File: src/rtl/tbc_pkg.sv
// shared types and constants for the text/binary classifier
package tbc_pkg;

    localparam int unsigned BUFFER_BYTES_DEF = 1024;
    localparam int unsigned MAX_BYTES_W      = 11;
    localparam logic [MAX_BYTES_W-1:0] MAX_BYTES_RESET = 11'd1024;

    localparam logic [15:0] BOM_LE_HEAD   = 16'hFEFF;
    localparam logic [15:0] BOM_BE_HEAD   = 16'hFFFE;
    localparam logic [23:0] BOM_UTF8_HEAD = 24'hBFBBEF;

    localparam logic [15:0] SURR_MASK     = 16'hF800;
    localparam logic [15:0] SURR_BASE     = 16'hD800;
    localparam logic [15:0] LOW_SURR_MASK = 16'hFC00;
    localparam logic [15:0] LOW_SURR_BASE = 16'hDC00;

    typedef enum logic [2:0] {
        REASON_EMPTY     = 3'd0,
        REASON_PLAIN     = 3'd1,
        REASON_UTF8_BOM  = 3'd2,
        REASON_UTF16_OK  = 3'd3,
        REASON_NULL_BYTE = 3'd4,
        REASON_UTF16_BAD = 3'd5
    } t_reason;

    typedef struct packed {
        logic [7:0] data_byte;
        logic       byte_present;
        logic       last_item;
    } t_item;

    typedef struct packed {
        logic    bin_flag;
        t_reason reason;
    } t_result;

endpackage

File: src/rtl/text_binary_classifier.sv
// top level: file head text/binary classifier, one byte request per cycle unless stalled
// path: a last request is registered at the input, then its verdict in the output buffer
// rate: one request per cycle unless stalled; the state update is a single registered pass
// output: two-entry buffer, so requests keep flowing while a verdict waits to be taken
// reset: synchronous active-low i_rst_n clears stream state and sets max bytes to 1024
module text_binary_classifier #(
    parameter int unsigned BUFFER_BYTES = tbc_pkg::BUFFER_BYTES_DEF
) (
    input  logic                            i_clk,
    input  logic                            i_rst_n,
    input  logic                            i_cfg_we,
    input  logic [tbc_pkg::MAX_BYTES_W-1:0] i_cfg_wdata,
    input  logic                            i_valid,
    output logic                            o_ready,
    input  logic [7:0]                      i_data_byte,
    input  logic                            i_byte_present,
    input  logic                            i_last_item,
    output logic                            o_valid,
    input  logic                            i_ready,
    output logic                            o_is_binary_verdict,
    output logic [2:0]                      o_reason_code
);
    import tbc_pkg::*;

    t_item   in_item;
    t_item   reg_item;
    logic    reg_valid;
    logic    core_take;
    logic    out_ready;
    logic    res_valid;
    t_result core_res;
    t_result out_res;

    assign in_item = '{data_byte: i_data_byte, byte_present: i_byte_present,
                       last_item: i_last_item};

    tbc_in_reg u_in_reg (
        .i_clk   (i_clk),
        .i_rst_n (i_rst_n),
        .i_valid (i_valid),
        .o_ready (o_ready),
        .i_item  (in_item),
        .o_valid (reg_valid),
        .o_item  (reg_item),
        .i_take  (core_take)
    );

    tbc_core #(
        .BUFFER_BYTES (BUFFER_BYTES)
    ) u_core (
        .i_clk       (i_clk),
        .i_rst_n     (i_rst_n),
        .i_cfg_we    (i_cfg_we),
        .i_cfg_wdata (i_cfg_wdata),
        .i_valid     (reg_valid),
        .i_item      (reg_item),
        .i_out_ready (out_ready),
        .o_take      (core_take),
        .o_res_valid (res_valid),
        .o_res       (core_res)
    );

    tbc_out_skid u_out (
        .i_clk   (i_clk),
        .i_rst_n (i_rst_n),
        .i_valid (res_valid),
        .i_res   (core_res),
        .o_ready (out_ready),
        .o_valid (o_valid),
        .o_res   (out_res),
        .i_ready (i_ready)
    );

    assign o_is_binary_verdict = out_res.bin_flag;
    assign o_reason_code       = 3'(out_res.reason);

endmodule

File: src/rtl/tbc_in_reg.sv
// input register stage for incoming byte requests
module tbc_in_reg (
    input  logic          i_clk,
    input  logic          i_rst_n,
    input  logic          i_valid,
    output logic          o_ready,
    input  tbc_pkg::t_item i_item,
    output logic          o_valid,
    output tbc_pkg::t_item o_item,
    input  logic          i_take
);
    import tbc_pkg::*;

    logic  r_valid;
    t_item r_item;

    assign o_ready = !r_valid || i_take;
    assign o_valid = r_valid;
    assign o_item  = r_item;

    always_ff @(posedge i_clk) begin
        if (!i_rst_n) begin
            r_valid <= 1'b0;
        end else if (o_ready) begin
            r_valid <= i_valid;
        end
    end

    always_ff @(posedge i_clk) begin
        if (o_ready && i_valid) begin
            r_item <= i_item;
        end
    end

endmodule

File: src/rtl/tbc_core.sv
// running stream flags, utf-16 surrogate check and verdict logic
module tbc_core #(
    parameter int unsigned BUFFER_BYTES = tbc_pkg::BUFFER_BYTES_DEF
) (
    input  logic                             i_clk,
    input  logic                             i_rst_n,
    input  logic                             i_cfg_we,
    input  logic [tbc_pkg::MAX_BYTES_W-1:0]  i_cfg_wdata,
    input  logic                             i_valid,
    input  tbc_pkg::t_item                   i_item,
    input  logic                             i_out_ready,
    output logic                             o_take,
    output logic                             o_res_valid,
    output tbc_pkg::t_result                 o_res
);
    import tbc_pkg::*;

    localparam int unsigned CW = $clog2(BUFFER_BYTES + 1);
    localparam int unsigned LW = (CW > MAX_BYTES_W) ? CW : MAX_BYTES_W;

    logic [MAX_BYTES_W-1:0] r_max_bytes;
    logic [CW-1:0]          r_count, n_count;
    logic [23:0]            r_head, n_head;
    logic                   r_zero, n_zero;
    logic [7:0]             r_held, n_held;
    logic                   r_await, n_await;
    logic                   r_fault, n_fault;

    logic [LW-1:0] limit;
    logic          take_byte;
    logic [15:0]   unit;
    logic          bom;
    logic          utf16_ok;
    t_result       res;

    assign o_take      = i_valid && i_out_ready;
    assign o_res_valid = o_take && i_item.last_item;
    assign o_res       = res;

    always_comb begin
        if (LW'(r_max_bytes) < LW'(BUFFER_BYTES)) begin
            limit = LW'(r_max_bytes);
        end else begin
            limit = LW'(BUFFER_BYTES);
        end
    end

    assign take_byte = i_item.byte_present && (LW'(r_count) < limit);

    always_comb begin
        n_count = r_count;
        n_head  = r_head;
        n_zero  = r_zero;
        n_held  = r_held;
        n_await = r_await;
        n_fault = r_fault;
        unit    = 16'h0000;
        if (take_byte) begin
            if (i_item.data_byte == 8'h00) begin
                n_zero = 1'b1;
            end
            if (r_count < CW'(3)) begin
                case (r_count[1:0])
                    2'd0:    n_head[7:0]   = i_item.data_byte;
                    2'd1:    n_head[15:8]  = i_item.data_byte;
                    2'd2:    n_head[23:16] = i_item.data_byte;
                    default: n_head        = r_head;
                endcase
            end
            if (!r_count[0]) begin
                n_held = i_item.data_byte;
            end else begin
                if (n_head[15:0] == BOM_LE_HEAD) begin
                    unit = {i_item.data_byte, r_held};
                end else begin
                    unit = {r_held, i_item.data_byte};
                end
                if (r_await) begin
                    if ((unit & LOW_SURR_MASK) != LOW_SURR_BASE) begin
                        n_fault = 1'b1;
                    end
                    n_await = 1'b0;
                end else if ((unit & SURR_MASK) == SURR_BASE) begin
                    if (unit >= LOW_SURR_BASE) begin
                        n_fault = 1'b1;
                    end else begin
                        n_await = 1'b1;
                    end
                end
            end
            n_count = r_count + CW'(1);
        end
    end

    assign bom = (n_count >= CW'(2)) &&
                 ((n_head[15:0] == BOM_LE_HEAD) || (n_head[15:0] == BOM_BE_HEAD));
    assign utf16_ok = (n_count < CW'(4)) || (!n_count[0] && !n_fault && !n_await);

    always_comb begin
        if (n_count == '0) begin
            res = '{bin_flag: 1'b0, reason: REASON_EMPTY};
        end else if (n_zero) begin
            if (bom) begin
                if (utf16_ok) begin
                    res = '{bin_flag: 1'b0, reason: REASON_UTF16_OK};
                end else begin
                    res = '{bin_flag: 1'b1, reason: REASON_UTF16_BAD};
                end
            end else begin
                res = '{bin_flag: 1'b1, reason: REASON_NULL_BYTE};
            end
        end else if ((n_count >= CW'(3)) && (n_head == BOM_UTF8_HEAD)) begin
            res = '{bin_flag: 1'b0, reason: REASON_UTF8_BOM};
        end else begin
            res = '{bin_flag: 1'b0, reason: REASON_PLAIN};
        end
    end

    always_ff @(posedge i_clk) begin
        if (!i_rst_n) begin
            r_max_bytes <= MAX_BYTES_RESET;
        end else if (i_cfg_we) begin
            r_max_bytes <= i_cfg_wdata;
        end
    end

    always_ff @(posedge i_clk) begin
        if (!i_rst_n || (o_take && i_item.last_item)) begin
            r_count <= '0;
            r_head  <= '0;
            r_zero  <= 1'b0;
            r_held  <= '0;
            r_await <= 1'b0;
            r_fault <= 1'b0;
        end else if (o_take) begin
            r_count <= n_count;
            r_head  <= n_head;
            r_zero  <= n_zero;
            r_held  <= n_held;
            r_await <= n_await;
            r_fault <= n_fault;
        end
    end

endmodule

File: src/rtl/tbc_out_skid.sv
// two-entry output buffer holding verdicts until taken
module tbc_out_skid (
    input  logic             i_clk,
    input  logic             i_rst_n,
    input  logic             i_valid,
    input  tbc_pkg::t_result i_res,
    output logic             o_ready,
    output logic             o_valid,
    output tbc_pkg::t_result o_res,
    input  logic             i_ready
);
    import tbc_pkg::*;

    logic    r_main_valid;
    logic    r_skid_valid;
    t_result r_main;
    t_result r_skid;
    logic    pop;

    assign pop     = r_main_valid && i_ready;
    assign o_ready = !r_skid_valid;
    assign o_valid = r_main_valid;
    assign o_res   = r_main;

    always_ff @(posedge i_clk) begin
        if (!i_rst_n) begin
            r_main_valid <= 1'b0;
            r_skid_valid <= 1'b0;
        end else if (pop) begin
            if (r_skid_valid) begin
                r_main       <= r_skid;
                r_skid_valid <= 1'b0;
            end else if (i_valid) begin
                r_main <= i_res;
            end else begin
                r_main_valid <= 1'b0;
            end
        end else if (i_valid) begin
            if (!r_main_valid) begin
                r_main       <= i_res;
                r_main_valid <= 1'b1;
            end else begin
                r_skid       <= i_res;
                r_skid_valid <= 1'b1;
            end
        end
    end

endmodule

File: config.mk
export PLATFORM = sky130hd
export DESIGN_NAME = text_binary_classifier
export DESIGN_NICKNAME = d
export VERILOG_FILES = /design/src/rtl/tbc_pkg.sv /design/src/rtl/text_binary_classifier.sv /design/src/rtl/tbc_in_reg.sv /design/src/rtl/tbc_core.sv /design/src/rtl/tbc_out_skid.sv
export SDC_FILE = /design/constraint.sdc
export NUM_CORES = 1
export LEC_CHECK = 0
export ABC_AREA = 1
export CORE_AREA = 4 4 104 86
export DETAILED_ROUTE_END_ITERATION = 12
export DIE_AREA = 0 0 108 90
export DONT_BUFFER_PORTS = 1
export GPL_ROUTABILITY_DRIVEN = 1
export PLACE_DENSITY = 0.78
export SLEW_MARGIN = 20
export SYNTH_ARGS = -nofsm -noshare
export SYNTH_HDL_FRONTEND = slang
export SYNTH_SLANG_ARGS = --single-unit
File: constraint.sdc
create_clock -name i_clk -period 8.14 [get_ports i_clk]
set_input_delay 0.407 -clock i_clk [delete_from_list [all_inputs] [get_ports i_clk]]
set_output_delay 0.407 -clock i_clk [all_outputs]
set_load 0.05 [all_outputs]
==> impl_summary.md <==
Run status
The run finished with clean final reports.

Global route
The largest net degree at the start of global routing is 49. The number of global-route vias before repair is 3964. The total routing usage reported by global routing is 0.238. The initial antenna violation count came to 0. The first global-routing pass estimated about 19000 µm of wire. The remaining global-route overflow is 0.

Die
The die covers around 0.01 mm². The area of the placeable core is 0.00787 mm². The height of the die is 90 µm. The initial utilization of the core area, before any placement, comes to 0.588.

The number of top-level design ports is 32. The number of core rows is 29. The overall die width is 108 µm.

Power
The power per cell area is ~190 mW/mm². The worst-case IR drop observed on VDD is 0.111 mV. The leakage power total is around 2.1 nW.

Finish
The layout cell share with drive strength beyond 1 is 0.0757. The total number of nets in the final design is 723. Leaving out fill and tap cells, the most frequent cell in the layout is sky130_fd_sc_hd__nand2_1. In the layout the commonest cells are sky130_fd_sc_hd__nand2_1, sky130_fd_sc_hd__o21ai_0, sky130_fd_sc_hd__inv_1, sky130_fd_sc_hd__nor2_1, sky130_fd_sc_hd__dfxtp_1. The signed area change from the synthesized netlist to the final layout is 4.57%. With fillers left out, the area of the finished cells amounts to 0.00484 mm². The number of diodes is 0.

STA
The max-slew violation total from the final report is 0. Dividing the final minimum period by the clock period gives 0.538. The final count of hold timing violations is 0. In the final timing run, aggregate negative setup slack is 0 ns. Counting I/O delays and the setup requirement, the final critical path takes 4.38 ns. The relative max-transition margin is 0.300. The number of setup violations in the final report is 0. The clock arrives with 0.00665 ns of skew.

Setup repair after global routing left no endpoint under its margin. The maximum clock rate is 0.228 GHz. The slew of the pin with the lowest slew margin is 1.05 ns.

CTS
The library cell used as clock root buffer is sky130_fd_sc_hd__clkbuf_8. The TritonCTS sink count is 74. Clock-pin slew was measured on the worst setup and hold paths at 0.08 ns. The H-tree depth reported by CTS is 3.

The clock latency on the worst-skew pair is 0.36 ns. The number of gates resized after CTS was 0. Clock tree synthesis inserted a total of 9 buffers. The number of setup buffers added after CTS is 0. The TritonCTS clock tree is built.

The worst-case clock buffer depth is 2. The quantity of hold-fixing buffers added after cts is 0.

Route
After detailed routing, the total wire length is 11600 µm. The first routing iteration left 368 violations. The length of the first detailed-routing pass in iterations is 7.

After detailed routing, the average wire length per cell comes to 14.6 µm. The via-per-instance ratio is 5.59. After detailed routing, the number of remaining DRC violations is 0.

The routed via count is about 4400. The post-route antenna net violation count is 0.

Synthesis
Of the synthesized area, sequential elements account for 0.354. For this run, the leading register cell type out of synthesis is sky130_fd_sc_hd__dfxtp_1. The flip-flop and latch count after synthesis is 74. The fraction of registers with async set or reset after synthesis is 0.

Synthesis instantiated 36 different standard cells from the library. The mean cell area of the mapped netlist is approximately 6.6 µm². The number of instances in the synthesized netlist is about 700.

When the netlist entered floorplanning its net count stood at 739. The count of warnings emitted by yosys is 0. The synthesized netlist occupies a cell area of 0.00463 mm². The count of flip-flops with a built-in enable after synthesis is 16.

Place
Summing all placed instances gives a cell area of between 0.004 and 0.005 mm². During placement, the flow inserted port buffers numbering 0. Routability-driven placement finished with a final weighted congestion of ~0.94. After legalization and detailed placement, the total HPWL measured just over 8000 µm.

Worst setup path
For the worst setup path, the data required time is slightly above 8 ns. The cell seen most often among critical-path stages is sky130_fd_sc_hd__nand2_1. The start of the worst register-to-register path is u_core.r_max_bytes[10]$_SDFFE_PN1P_.

For the worst setup path, the data arrival time is approximately 4.5 ns. The startpoint class of the critical path is a register. The beginning of the critical path is u_core.r_max_bytes[10]$_SDFFE_PN1P_. The capture instance of the worst register-to-register path is u_out.o_res[2]$_DFFE_PP_. The worst setup path is of the register to register kind. The slowest cell on the critical path is sky130_fd_sc_hd__inv_2.

Following the worst setup path forward leads to its endpoint at u_out.o_res[2]$_DFFE_PP_. Walking the worst path, the cells encountered are inv_1, nand2_1, ha_1, a21oi_1, o21ai_0, nand2_1, o211ai_1, a21oi_1, nand2_1, inv_2, nand2_1, xor2_1, nand2_1, nor3_1, nand2_1, nand2_1, inv_1, nand2_2, a21oi_2. Along the worst path, the maximum fanout reaches 35. The category of the worst setup path capture point is a register. The delay of the slowest critical-path stage is ~0.74 ns.

The cell depth of the worst flop-to-flop path is 19. The reg2reg setup slack is around 3.8 ns.

Min path
In this run the worst hold path is classified as input port to register. The number of stages on the worst hold path is 0. The hold path startpoint is i_data_byte[5].

Run
The max capacitance violation total is 0.
==> layer usage <==
layer | vias up | track usage | part of all wire
met5 | - | 0 | 0
li1 | 2246 | - | -
met2 | 135 | 0.373 | 0.47
met1 | 2038 | 0.309 | 0.45
met3 | 22 | 0.0645 | 0.064
met4 | 0 | 0.0988 | 0.025
==> Yosys cell counts (2+ instances only) <==
cell type,instances,share of area
sky130_fd_sc_hd__edfxtp_1,16,0.10
sky130_fd_sc_hd__nor2_4,4,0.0097
sky130_fd_sc_hd__nand2_1,160,0.13
sky130_fd_sc_hd__nand3_1,47,0.051
sky130_fd_sc_hd__or2_2,2,0.0027
sky130_fd_sc_hd__o21a_1,4,0.0065
sky130_fd_sc_hd__a211oi_1,3,0.0049
sky130_fd_sc_hd__inv_1,77,0.062
sky130_fd_sc_hd__ha_1,15,0.041
sky130_fd_sc_hd__inv_2,7,0.0057
sky130_fd_sc_hd__nor2_1,69,0.056
sky130_fd_sc_hd__nor2_2,8,0.011
sky130_fd_sc_hd__a21oi_1,51,0.055
sky130_fd_sc_hd__nor4_1,5,0.0068
sky130_fd_sc_hd__o21ai_1,8,0.0086
sky130_fd_sc_hd__clkbuf_1,18,0.015
sky130_fd_sc_hd__o211ai_1,2,0.0032
sky130_fd_sc_hd__clkinv_1,2,0.0016
sky130_fd_sc_hd__buf_2,7,0.0076
sky130_fd_sc_hd__nand4_1,6,0.0081
sky130_fd_sc_hd__o21ai_0,85,0.092
sky130_fd_sc_hd__nor3_1,12,0.013
sky130_fd_sc_hd__nand2_2,12,0.016
sky130_fd_sc_hd__xor2_1,9,0.017
sky130_fd_sc_hd__dfxtp_1,58,0.25
==> through the flow <==
| step | utilization | power, mW | hold slack, ns | setup WS, ns | cells |
|---|---|---|---|---|---|
| after floorplan | - | 0.605 | 0.430 | 5.18 | 698 |
| after global placement | 0.590 | 0.643 | 0.450 | 4.01 | 779 |
| after detailed placement | 0.590 | 0.650 | 0.456 | 3.85 | 779 |
| after CTS | 0.615 | 0.932 | 0.130 | 3.83 | 795 |
| after global routing | 0.615 | 0.983 | 0.125 | 3.21 | 795 |
| final | 0.615 | 0.932 | 0.140 | 3.76 | 795 |
==> worst min path at each step <==
| stage | endpoint |
|---|---|
| after floorplan | u_core.r_held[5]$_SDFFE_PP0P_ |
| after global placement | u_core.r_held[4]$_SDFFE_PP0P_ |
| after detailed placement | u_core.r_held[7]$_SDFFE_PP0P_ |
| after CTS | u_in_reg.o_item[3]$_DFFE_PP_ |
| after global routing | u_in_reg.o_item[0]$_DFFE_PP_ |
| final | u_in_reg.o_item[7]$_DFFE_PP_ |
==> cell families (layout without fill, tap and decap cells) <==
kind of cell | after synthesis | after routing | share of synthesized area
and+or+nand+nor | 330 | 330 | 0.316
AOI/OAI and AO/OA | 156 | 156 | 0.176
buffers and inverters | 114 | 103 | 0.0967
DFF | 74 | 74 | 0.354
adders and majority gates | 15 | 15 | 0.0405
xor gates and xnor gates | 9 | 9 | 0.0170
==> power by group <==
part | total, mW | internal (mW) | switching [mW]
logic | 0.233 | 0.0667 | 0.166
registers | 0.416 | 0.396 | 0.0196
clock network | 0.283 | 0.140 | 0.143
total | 0.932 | 0.603 | 0.329
==> critical path, delay by kind of cell, from the launching register on <==
kind | cells | cell delay [ns]
adder cells (fa/ha/maj) | 1 | 0.30
flip-flops | 1 | 0.30
AO/OA/AOI/OAI | 5 | 0.46
XOR/XNOR | 1 | 0.30
AND/OR/NAND/NOR | 9 | 1.70
buffers and inverters | 3 | 1.03
==> flip-flops by register name, indices dropped and copies added (netlist names) <==
register	flops
u_in_reg.o_item	10
u_out.r_skid	3
u_core.r_max_bytes	11
u_core.r_held	6
u_core.r_head	24
u_core.r_zero	1
u_out.o_valid	1
u_out.r_skid_valid	1
u_core.r_count	11
u_core.r_await	1
u_out.o_res	3
u_core.r_fault	1
u_in_reg.o_valid	1
==> area by class of cell <==
type                       count  area (µm²)
tap                          108         135
inverter                      86         323
multi-input combinational    510        2540
clock buffer                   9         124
fill                         722        3030
clock inverter                 7        70.1
timing repair buffer           1        7.51
sequential                    74        1640
(Power assumes the default switching activity.)
